### src/rtl/cse_pkg.sv
// Shared widths, constants and controller/datapath interface types for the cosine engine.
`timescale 1ns / 1ps
package cse_pkg;

  localparam int ElemW    = 16;
  localparam int DotW     = 47;
  localparam int SqW      = 46;
  localparam int SqInW    = 31;
  localparam int HalfW    = 24;
  localparam int OpW      = 2 * HalfW;
  localparam int ProdW    = 96;
  localparam int SrchW    = 126;
  localparam int RShift   = 32;
  localparam int QW       = 16;
  localparam int KW       = 4;
  localparam int CntW     = 4;

  localparam logic [SqW-1:0]  SqMax   = {SqW{1'b1}};
  localparam logic [DotW-1:0] DotMax  = {1'b0, {(DotW-1){1'b1}}};
  localparam logic [DotW-1:0] DotMin  = {1'b1, {(DotW-1){1'b0}}};
  localparam logic [QW-1:0]   QPosMax = {1'b0, {(QW-1){1'b1}}};

  // Commands from the sequencer to the datapath.
  typedef struct packed {
    logic          acc;
    logic          snap;
    logic          mul_en;
    logic          mul_sel;
    logic [1:0]    mul_part;
    logic          cand_en;
    logic [KW-1:0] k;
    logic          test_en;
    logic          test_final;
    logic          out_load;
  } cmd_t;

  // Status from the datapath back to the sequencer.
  typedef struct packed {
    logic degen;
    logic out_busy;
  } status_t;

endpackage

### src/rtl/cse_ctrl.sv
// Sequencer that drives accumulation, the product steps and the quotient search.
`timescale 1ns / 1ps
module cse_ctrl (
  input  logic              clk,
  input  logic              rst,
  input  logic              in_valid,
  input  logic              last_elem,
  output logic              in_ready,
  input  cse_pkg::status_t  status,
  output cse_pkg::cmd_t     cmd
);
  import cse_pkg::*;

  localparam logic [2:0] StIdle = 3'd0;
  localparam logic [2:0] StSnap = 3'd1;
  localparam logic [2:0] StMul  = 3'd2;
  localparam logic [2:0] StCand = 3'd3;
  localparam logic [2:0] StTest = 3'd4;
  localparam logic [2:0] StDone = 3'd5;

  localparam logic [CntW-1:0] MulLast  = CntW'(7);
  localparam logic [CntW-1:0] StepLast = CntW'(QW - 1);

  logic [2:0]      state;
  logic [2:0]      state_next;
  logic [CntW-1:0] cnt;
  logic [CntW-1:0] cnt_next;

  assign in_ready = (state == StIdle);

  always_comb begin
    state_next = state;
    cnt_next   = cnt;
    cmd        = '0;
    cmd.mul_sel  = cnt[2];
    cmd.mul_part = cnt[1:0];
    cmd.test_final = (cnt == StepLast);
    cmd.k = (cnt == StepLast) ? '0 : KW'(StepLast - cnt - CntW'(1));
    case (state)
      StIdle: begin
        if (in_valid) begin
          cmd.acc = 1'b1;
          if (last_elem) begin
            state_next = StSnap;
          end
        end
      end
      StSnap: begin
        cmd.snap = 1'b1;
        cnt_next = '0;
        state_next = status.degen ? StDone : StMul;
      end
      StMul: begin
        cmd.mul_en = 1'b1;
        if (cnt == MulLast) begin
          cnt_next   = '0;
          state_next = StCand;
        end else begin
          cnt_next = cnt + 1'b1;
        end
      end
      StCand: begin
        cmd.cand_en = 1'b1;
        state_next  = StTest;
      end
      StTest: begin
        cmd.test_en = 1'b1;
        if (cnt == StepLast) begin
          state_next = StDone;
        end else begin
          cnt_next   = cnt + 1'b1;
          state_next = StCand;
        end
      end
      StDone: begin
        if (!status.out_busy) begin
          cmd.out_load = 1'b1;
          state_next   = StIdle;
        end
      end
      default: state_next = StIdle;
    endcase
  end

  always_ff @(posedge clk) begin
    if (rst) begin
      state <= StIdle;
      cnt   <= '0;
    end else begin
      state <= state_next;
      cnt   <= cnt_next;
    end
  end

endmodule

### config.mk
export PLATFORM = sky130hd
export DESIGN_NAME = cse_ctrl
export DESIGN_NICKNAME = d
export VERILOG_FILES = /design/src/rtl/cse_pkg.sv /design/src/rtl/cse_ctrl.sv
export SDC_FILE = /design/constraint.sdc
export NUM_CORES = 1
export LEC_CHECK = 0
export BUFFER_PORTS_ARGS = -buffer_cell sky130_fd_sc_hd__buf_4
export CAP_MARGIN = 5
export CORE_AREA = 2 2 39 41
export CTS_CLUSTER_SIZE = 12
export DETAILED_ROUTE_END_ITERATION = 6
export DIE_AREA = 0 0 41 43
export PLACE_DENSITY_LB_ADDON = 0.15
export RECOVER_POWER = 50
export SLEW_MARGIN = 20
export SYNTH_ARGS = -nofsm -noshare
export SYNTH_HDL_FRONTEND = slang
export SYNTH_SLANG_ARGS = --single-unit
### constraint.sdc
create_clock -name clk -period 2.2 [get_ports clk]
set_input_delay 0.44 -clock clk [delete_from_list [all_inputs] [get_ports clk]]
set_output_delay 0.44 -clock clk [all_outputs]
set_load 0.1 [all_outputs]
[After elaboration in Yosys (flattened, before gate mapping)]
Index checks and enable logic that the tools add are counted.
Storage, ports and cells
  register bits: 7
  input port bits: 6
  output and inout port bits: 15
  word-level logic and storage cells: 40
Operators by class
  add/sub/neg operators: 3
  equal/unequal tests: 12
  reduce and logical (&&, ||, !) cells: 4
  multiplexer cells: 19
Operators by type and width (number)
  $mux W3: 6
  $pmux W3 S6: 1
  $mux W4: 3
  $pmux W4 S3: 1
  $ne A2 B2 Y1 const B: 5
  $mux W1: 8
  $eq A3 B2 Y1 const B: 2
  $eq A3 B3 Y1 const B: 2
  $add A4 B1 Y4 const B: 1
  $eq A4 B3 Y1 const B: 1
  $eq A4 B4 Y1 const B: 1
  $reduce_and A4 Y1: 1
  $sub A4 B1 Y4 const B: 1
  $sub A4 B4 Y4 const A: 1
  $eq A3 B1 Y1 const B: 1
  $logic_not A3 Y1: 1
  $reduce_bool A3 Y1: 1
  $reduce_and A2 Y1: 1

[Longest topological paths before layout]
Gate-level depths: netlist of run 1.
  depth after elaboration: 3
  depth in mapped cells: 5
  gate-level depth less buffers: 5

[Worst setup path after synthesis of run 1]
No wires, ideal clock.
  path type: reg2out
  start: register state[0]
  end: output cmd[13] (netlist bit)
  arrival: 3.632 ns
  slack: -1.872 ns
  cell stages (with the launch flop): 4
  path through: dfxtp_1 -> buf_2 -> nor3_1 -> and2_1
RTL lines
  from (decl): line cse_ctrl.sv:24  | logic [2:0] state;
  from (signal assigned): line cse_ctrl.sv:87  | state <= StIdle;
  from (signal assigned): line cse_ctrl.sv:90  | state <= state_next;
  to (decl): line cse_ctrl.sv:10  | output cse_pkg::cmd_t cmd

==> flow_summary.ini, run 1 <==
[run_status]
status = finished, final reports clean

[sta]
slew_violations = 0
finalSetupViolCount = 0
rsz0062_at_grt = no
worst_slew_pin_slew_ns = 0.5569
clock_skew_ns = 0.003840
whs_ns = 0.4213
totalNegativeSetupSlack_ns = 0
fin_crit_ns = 1.919
max_freq_mhz = 521.1
slew_headroom_pct = 62.82
hold_violations = 0
post-route-period-util_pct = 87.24

[floorplan]
core_um2 = 1384
dieHeight_um = 43
initial_core_util_pct = 40.87
ioPinCount = 21
dieArea_um2 = 1763
core.rowCount = 14
die_x_um = 41

[worst_setup_path]
r2r_cells = 5
start_kind = flop
regToRegStartpoint = state[0]
slowest_delay_ns = 0.67
arrival_ns = 1.48
required_ns = 1.76
crit_buf_inv = 1
path_class = reg -> out
critPathMaxFanout = 15
crit_slowest_cell = dfxtp_1
path_cells = nor3b_2, buf_4
reg2reg_to = cnt[3]
worstSetupEndpointType = output pin
cp_top_family = flip-flops
r2r_setup_slack_ns = 0.53

[global_route]
gr-usage-all-layers_pct = 16.31
gr-total-overflow = 0
grt_pass1_vias = 475
antenna_found_initial = 0
grt_start_max_net_pins = 16
grt_pass1_wl_um = 1994

[power_and_ir_drop]
irDropWorstVdd_uv = 483.1
power.leakage_uw = 0.0003253
power.density_nw_per_um2 = 1024
total_power_uw = 801.7

[flow_run]
max_cap_violations = 0

[yosys]
synth_seq_area_share_pct = 24.78
synthTopCellsByArea = dfxtp_1 25%, nor2_1 5.3%, a21oi_1 4.4%
yosysWarnings = 0
yosysUniqueCellTypes = 35
synth_top_area_share_pct = 24.78
syn_area_per_cell_um2 = 7.855
synth_ff_type = dfxtp_1
synth_most_common_cell = nor2_1
synth_area_um2 = 565.5
synth_area_leader_cell = dfxtp_1
synth_edf_count = 0
synth_commonest_cells = 8 x nor2_1, 7 x dfxtp_1, 5 x a21oi_1
synth_cells = 72
postSynth.asyncResetShare_pct = 0
synth-seq-cells = 7
syn-num-nets = 80

[routing]
drtIter0Drc = 4
postRouteWirelength_um = 1244
ant_nets = 0
drt_first_pass_iters = 4
via_per_inst = 5.037
drcViolationCount = 0
num_vias = 539
wire_per_inst_um = 11.63

[layout]
fin_util_pct = 56.60
antennaDiodeCount = 0
nets = 100
fillers = 146
drive_above_1_share_pct = 42.86
syn2layout_area_growth_pct = 38.50

[cts]
cts_tree = built
insertion_delay_ns = 0.25
clock-root-buffer = clkbuf_4
postCtsSetupBuffers = 0
cts_max_level = 1
postCtsResizedCells = 0
clkSinkCount = 7
cts_buffers = 3
clk_pin_slew_ns = 0.05
holdBufCountCts = 0
clockBufferDepth = 2

[placement]
dp_hpwl_um = 981.3
gp_congestion = 0.7330
io_buffers = 20

[hold_path]
hp-class = in -> reg
holdCritStartpoint = rst
holdPathEnd = cnt[2]
holdPathStages = 2
==> where the power goes <==
part,internal (µW),leakage [µW],switching (µW)
Clock,69.1,0.0000150,45.3
Sequential,147,0.0000580,48.0
Combinational,129,0.000252,364
Total,345,0.000325,457
==> cell families (layout without fill, tap and decap cells) <==
group | count (synthesis) | in the layout | synth area share [%]
XOR/XNOR | 2 | 2 | 3.098
AO/OA/AOI/OAI | 15 | 15 | 18.36
multiplexers | 2 | 2 | 3.540
adder cells (fa/ha/maj) | 2 | 2 | 4.424
AND/OR/NAND/NOR | 33 | 33 | 34.73
flip-flops | 7 | 7 | 24.78
buffers and inverters | 11 | 30 | 11.06
==> registers in the layout (all words and copies together) (netlist names) <==
register	flops
state	3
cnt	4
==> worst max-delay path by stage <==
| stage | startpoint | end | slack (ns) | cells past startpoint |
|---|---|---|---|---|
| 2_1_floorplan | state[2] | cmd[13] | -0.18 | 3 |
| 3_3_place_gp | state[0] | cmd[12] | 0.56 | 2 |
| 3_5_place_dp | state[0] | cmd[12] | 0.53 | 2 |
| 4_1_cts | state[0] | cmd[12] | 0.25 | 2 |
| 5_1_grt | state[0] | cmd[12] | 0.19 | 2 |
| 6_report | state[0] | cmd[12] | 0.28 | 2 |
==> area by class of cell <==
type	instances	area, µm²	share of cell area [%]
Clock buffer	4	26.28	3.355
Multi-Input combinational cell	54	424.2	54.15
Sequential cell	7	142.6	18.21
Inverter	4	18.77	2.396
Timing Repair Buffer	22	151.4	19.33
Tap cell	16	20.02	2.556
==> layout by cell type, fill, tap and decap left out, types with 2 or more instances in the layout <==
cell type and instances:
a21oi_1 5, nand3_1 2, dfxtp_2 2, nor2b_1 2
nor3b_1 2, clkbuf_1 2, inv_1 3, nor2_4 2
and2b_1 2, nor3b_2 2, nand2_1 3, clkbuf_2 4
nor2_1 5, o31ai_1 2, dfxtp_1 5, buf_4 17
nor3_1 3, clkbuf_4 3
==> metal layers <==
metal | up-vias | GRT usage, % | share of wire, %
li1 | 288 | - | -
met2 | 16 | 23.13 | 47
met1 | 233 | 22.73 | 47
met3 | 2 | 1.571 | 4.7
met5 | - | 0 | 0
met4 | 0 | 10.00 | 1.4
==> through the flow <==
stage / instance area, µm² / std cells / setup slack [ns]
4_1_cts: 808.3 / 107 / 0.2523
2_1_floorplan: 644.4 / 72 / -0.1807
5_1_grt: 783.3 / 107 / 0.1876
3_3_place_gp: 782.0 / 103 / 0.5561
6_report: 783.3 / 107 / 0.2808
3_5_place_dp: 782.0 / 103 / 0.5253
(Power assumes the default switching activity.)
==> run 2: changes to the inputs <==
--- a/config.mk
+++ b/config.mk
@@ -11,7 +11,7 @@
 export CTS_CLUSTER_SIZE = 12
 export DETAILED_ROUTE_END_ITERATION = 6
 export DIE_AREA = 0 0 41 43
-export PLACE_DENSITY_LB_ADDON = 0.15
+export PLACE_DENSITY = 0.7
 export RECOVER_POWER = 50
 export SLEW_MARGIN = 20
 export SYNTH_ARGS = -nofsm -noshare
==> flow_summary.ini, run 2 (synthesis gave the netlist of run 1 again) <==
[routing]
via_per_inst = 5.009
drtIter0Drc = 4
drcViolationCount = 0
ant_nets = 0
wire_per_inst_um = 11.25
drt_first_pass_iters = 3
postRouteWirelength_um = 1193
num_vias = 531

[sta]
max_freq_mhz = 486.6
fin_crit_ns = 2.055
finalWorstSetupSlack_ns = 0.1451
clock_skew_ns = 0.0001078
worst_slew_pin_slew_ns = 0.5556
post-route-period-util_pct = 93.41
whs_ns = 0.4208
finalSetupViolCount = 0
slew_headroom_pct = 62.91
slew_violations = 0
hold_violations = 0
rsz0062_at_grt = no

[layout]
drive_above_1_share_pct = 41.11
fin_util_pct = 55.15
layout_common_cells = 16 x buf_4, 5 x nor2_1, 5 x a21oi_1, 5 x dfxtp_1, 4 x clkbuf_2
syn2layout_area_growth_pct = 34.96
antennaDiodeCount = 0
post-route-cell-area_um2 = 763.2
nets = 99
largest_register_ffs = 4
final_common_cell = buf_4
regMostFlops = cnt
top_regs = cnt: 4 flops, state: 3 flops

[cts]
postCtsSetupBuffers = 0
postCtsResizedCells = 0
cts_tree = built
clockBufferDepth = 2
clk_pin_slew_ns = 0.05
cts_buffers = 3
clkSinkCount = 7
cts_max_level = 1
holdBufCountCts = 0
insertion_delay_ns = 0.24
clock-root-buffer = clkbuf_4

[power_and_ir_drop]
switching_power_uw = 449.8
seq_power_share_pct = 24.9
irDropWorstVdd_uv = 627.7
total_power_uw = 792.4
power_switching_share_pct = 56.76
power.density_nw_per_um2 = 1038
pwr-share-comb_pct = 61.0
p_int_uw = 342.6
power.leakage_uw = 0.0003226
power_frac_clock_pct = 14.1

[worst_setup_path]
required_ns = 1.76
path_cells = ha_1, nand3_4, clkinvlp_4, nor2_4, buf_4
worstSetupEndpointType = output pin
start_kind = flop
crit_slowest_cell = dfxtp_2
arrival_ns = 1.61
critPathMaxFanout = 7
path_class = reg -> out
slowest_delay_ns = 0.33

[floorplan]
dieHeight_um = 43
core_um2 = 1384
dieArea_um2 = 1763
die_x_um = 41
ioPinCount = 21
core.rowCount = 14
initial_core_util_pct = 40.87

[global_route]
gr-total-overflow = 0
gr-usage-all-layers_pct = 15.64
grt_pass1_wl_um = 1959
antenna_found_initial = 0
grt_pass1_vias = 469
grt_start_max_net_pins = 16

[placement]
io_buffers = 20
dp_hpwl_um = 925.1
placed_area_um2 = 774.5
gp_congestion = 0.7548
dp_slack_ns = 0.4336

[run_status]
status = finished, final reports clean

[flow_run]
max_cap_violations = 0

[hold_path]
hp-class = in -> reg
[run 2: metal layers]
layer  global-route usage [%]  part of all wire, %  up-vias
met4                    6.000                    0        0
met5                        0                    0        -
li1                         -                    -      285
met1                    23.86                   50      235
met3                    1.571                  4.4        0
met2                    21.88                   46       11
[run 2: through the flow]
stage          cells  TNS [ns]
6_report         106         0
5_1_grt          106         0
4_1_cts          106         0
3_5_place_dp     102         0
3_3_place_gp     102         0
2_1_floorplan     72   -0.7009
[run 2: layout make-up]
cell class / instances / area [µm²]
clock buffers: 4 / 26.28
fillers: 139 / 620.6
inverters: 4 / 18.77
multi-input cells: 54 / 411.6
flip-flops and latches: 7 / 142.6
well taps: 16 / 20.02
repair buffers: 21 / 143.9
[run 2: path summary, 6_finish.rpt]
check	from	endpoint	slack (ns)	depth (start not counted)
max	cnt[1]	cmd[4]	0.15	5
min	rst	state[2]	0.42	2
min reg2reg	cnt[1]	cnt[1]	0.52	2
max reg2reg	state[2]	cnt[3]	0.45	5
[run 2: power by group through the flow]
stage          Sequential (µW)  Clock, µW  Combinational, µW
5_1_grt                    204        120                511
2_1_floorplan              172          0                453
3_3_place_gp               202          0                498
4_1_cts                    201        116                500
3_5_place_dp               204          0                499
6_report                   197        112                483
[run 2: critical path, delay by kind of cell, from the launching register on]
| family | cells | cell delay (ns) |
|---|---|---|
| fa+ha+maj | 1 | 0.32 |
| buf+inv | 2 | 0.46 |
| flops | 1 | 0.33 |
| simple gates | 2 | 0.26 |
==> run 3: changes to the inputs <==
--- a/config.mk
+++ b/config.mk
@@ -13,6 +13,7 @@
 export DIE_AREA = 0 0 41 43
 export PLACE_DENSITY = 0.7
 export RECOVER_POWER = 50
+export REMOVE_ABC_BUFFERS = 1
 export SLEW_MARGIN = 20
 export SYNTH_ARGS = -nofsm -noshare
 export SYNTH_HDL_FRONTEND = slang
==> flow_summary.ini, run 3 (synthesis gave the netlist of run 1 again) <==
[layout]
top_regs = cnt: 4 flops, state: 3 flops
layout_common_cells = 17 x buf_4, 8 x nor2_1, 7 x dfxtp_1
largest_register_ffs = 4
syn2layout_area_growth_pct = 23.67
nets = 99
drive_above_1_share_pct = 26.67
fillers = 142
antennaDiodeCount = 0
final_common_cell = buf_4
regMostFlops = cnt

[routing]
wirelength_met1_um = 572
drcViolationCount = 0
via_per_inst = 5.245
met3_length_um = 77
ant_nets = 0
top_layer_used = met4
wire_per_inst_um = 11.57
route.met2.wl_um = 544
drt_first_pass_iters = 4
postRouteWirelength_um = 1226
drtIter0Drc = 11
num_vias = 556

[cts]
holdBufCountCts = 0
cts_buffers = 3
clk_pin_slew_ns = 0.06
clkSinkCount = 7
cts_max_level = 1
postCtsResizedCells = 0
cts_tree = built
postCtsSetupBuffers = 0
clock-root-buffer = clkbuf_4
insertion_delay_ns = 0.26
clockBufferDepth = 2

[placement]
dp_slack_ns = 0.4388
dp_hpwl_um = 942.3
io_buffers = 20
gp_congestion = 0.8063

[sta]
finalSetupViolCount = 0
hold_violations = 0
clock_skew_ns = 0.008716
fin_crit_ns = 2.020
rsz0062_at_grt = no
slew_headroom_pct = 64.11
post-route-period-util_pct = 91.83
max_freq_mhz = 495.0
finalWorstSetupSlack_ns = 0.1797
worst_slew_pin_slew_ns = 0.5406
slew_violations = 0

[global_route]
grt_pass1_wl_um = 1966
antenna_found_initial = 0
gr-usage-all-layers_pct = 16.78
grt_pass1_vias = 451
gr-total-overflow = 0
grt_start_max_net_pins = 16

[flow_run]
max_cap_violations = 0

[power_and_ir_drop]
irDropWorstVdd_uv = 444.5
power.leakage_uw = 0.0003228
total_power_uw = 776.0
power.density_nw_per_um2 = 1109

[worst_setup_path]
required_ns = 1.76
critPathMaxFanout = 7
arrival_ns = 1.58
start_kind = flop
path_class = reg -> out
worstSetupEndpointType = output pin

[floorplan]
core_um2 = 1384
dieArea_um2 = 1763
dieHeight_um = 43
core.rowCount = 14
ioPinCount = 21
die_x_um = 41
initial_core_util_pct = 40.87

[hold_path]
hp-class = in -> reg

[run_status]
status = finished, final reports clean
## run 3: layout make-up
type                            count  area [µm²]  share of cell area [%]
Multi-Input combinational cell     54       351.6                   50.27
Timing Repair Buffer               21       146.4                   20.93
Sequential cell                     7       140.1                   20.04
Clock buffer                        4       26.28                   3.757
Tap cell                           16       20.02                   2.862
Inverter                            4       15.01                   2.147
## run 3: power breakdown
group	internal, µW	total, µW	switching [µW]
registers	146	187	41.0
clock network	69.4	120	50.7
logic	116	469	353
total	331	776	445
## run 3: final timing paths
kind	start	end	slack (ns)	cells past startpoint
worst max-delay path	cnt[0]	cmd[1]	0.18	4
worst min-delay path	rst	state[0]	0.41	2
worst max register to register	state[2]	cnt[3]	0.53	5
worst min register to register	cnt[1]	cnt[1]	0.53	2
## run 3: through the flow
step	TNS, ns	utilization [%]	area, µm²	instances	hold slack, ns
after floorplan	-13.93	-	518.0	65	0.5091
after global placement	0	50.27	695.7	102	0.5175
after detailed placement	0	50.27	695.7	102	0.5291
after CTS	0	52.17	721.9	106	0.4092
after global routing	0	50.54	699.4	106	0.4115
final	0	50.54	699.4	106	0.4111
## run 3: worst max-delay path, cell delays in order, from the launching register on
cell and delay, ns:
dfxtp_1 0.38, ha_1 0.30, nand3_1 0.18, inv_1 0.16, buf_4 0.31
## run 3: metal layers
layer | global-route usage, % | up-vias
met4 | 8.000 | 0
li1 | - | 289
met2 | 20.63 | 15
met5 | 0 | -
met1 | 23.55 | 247
met3 | 8.377 | 5
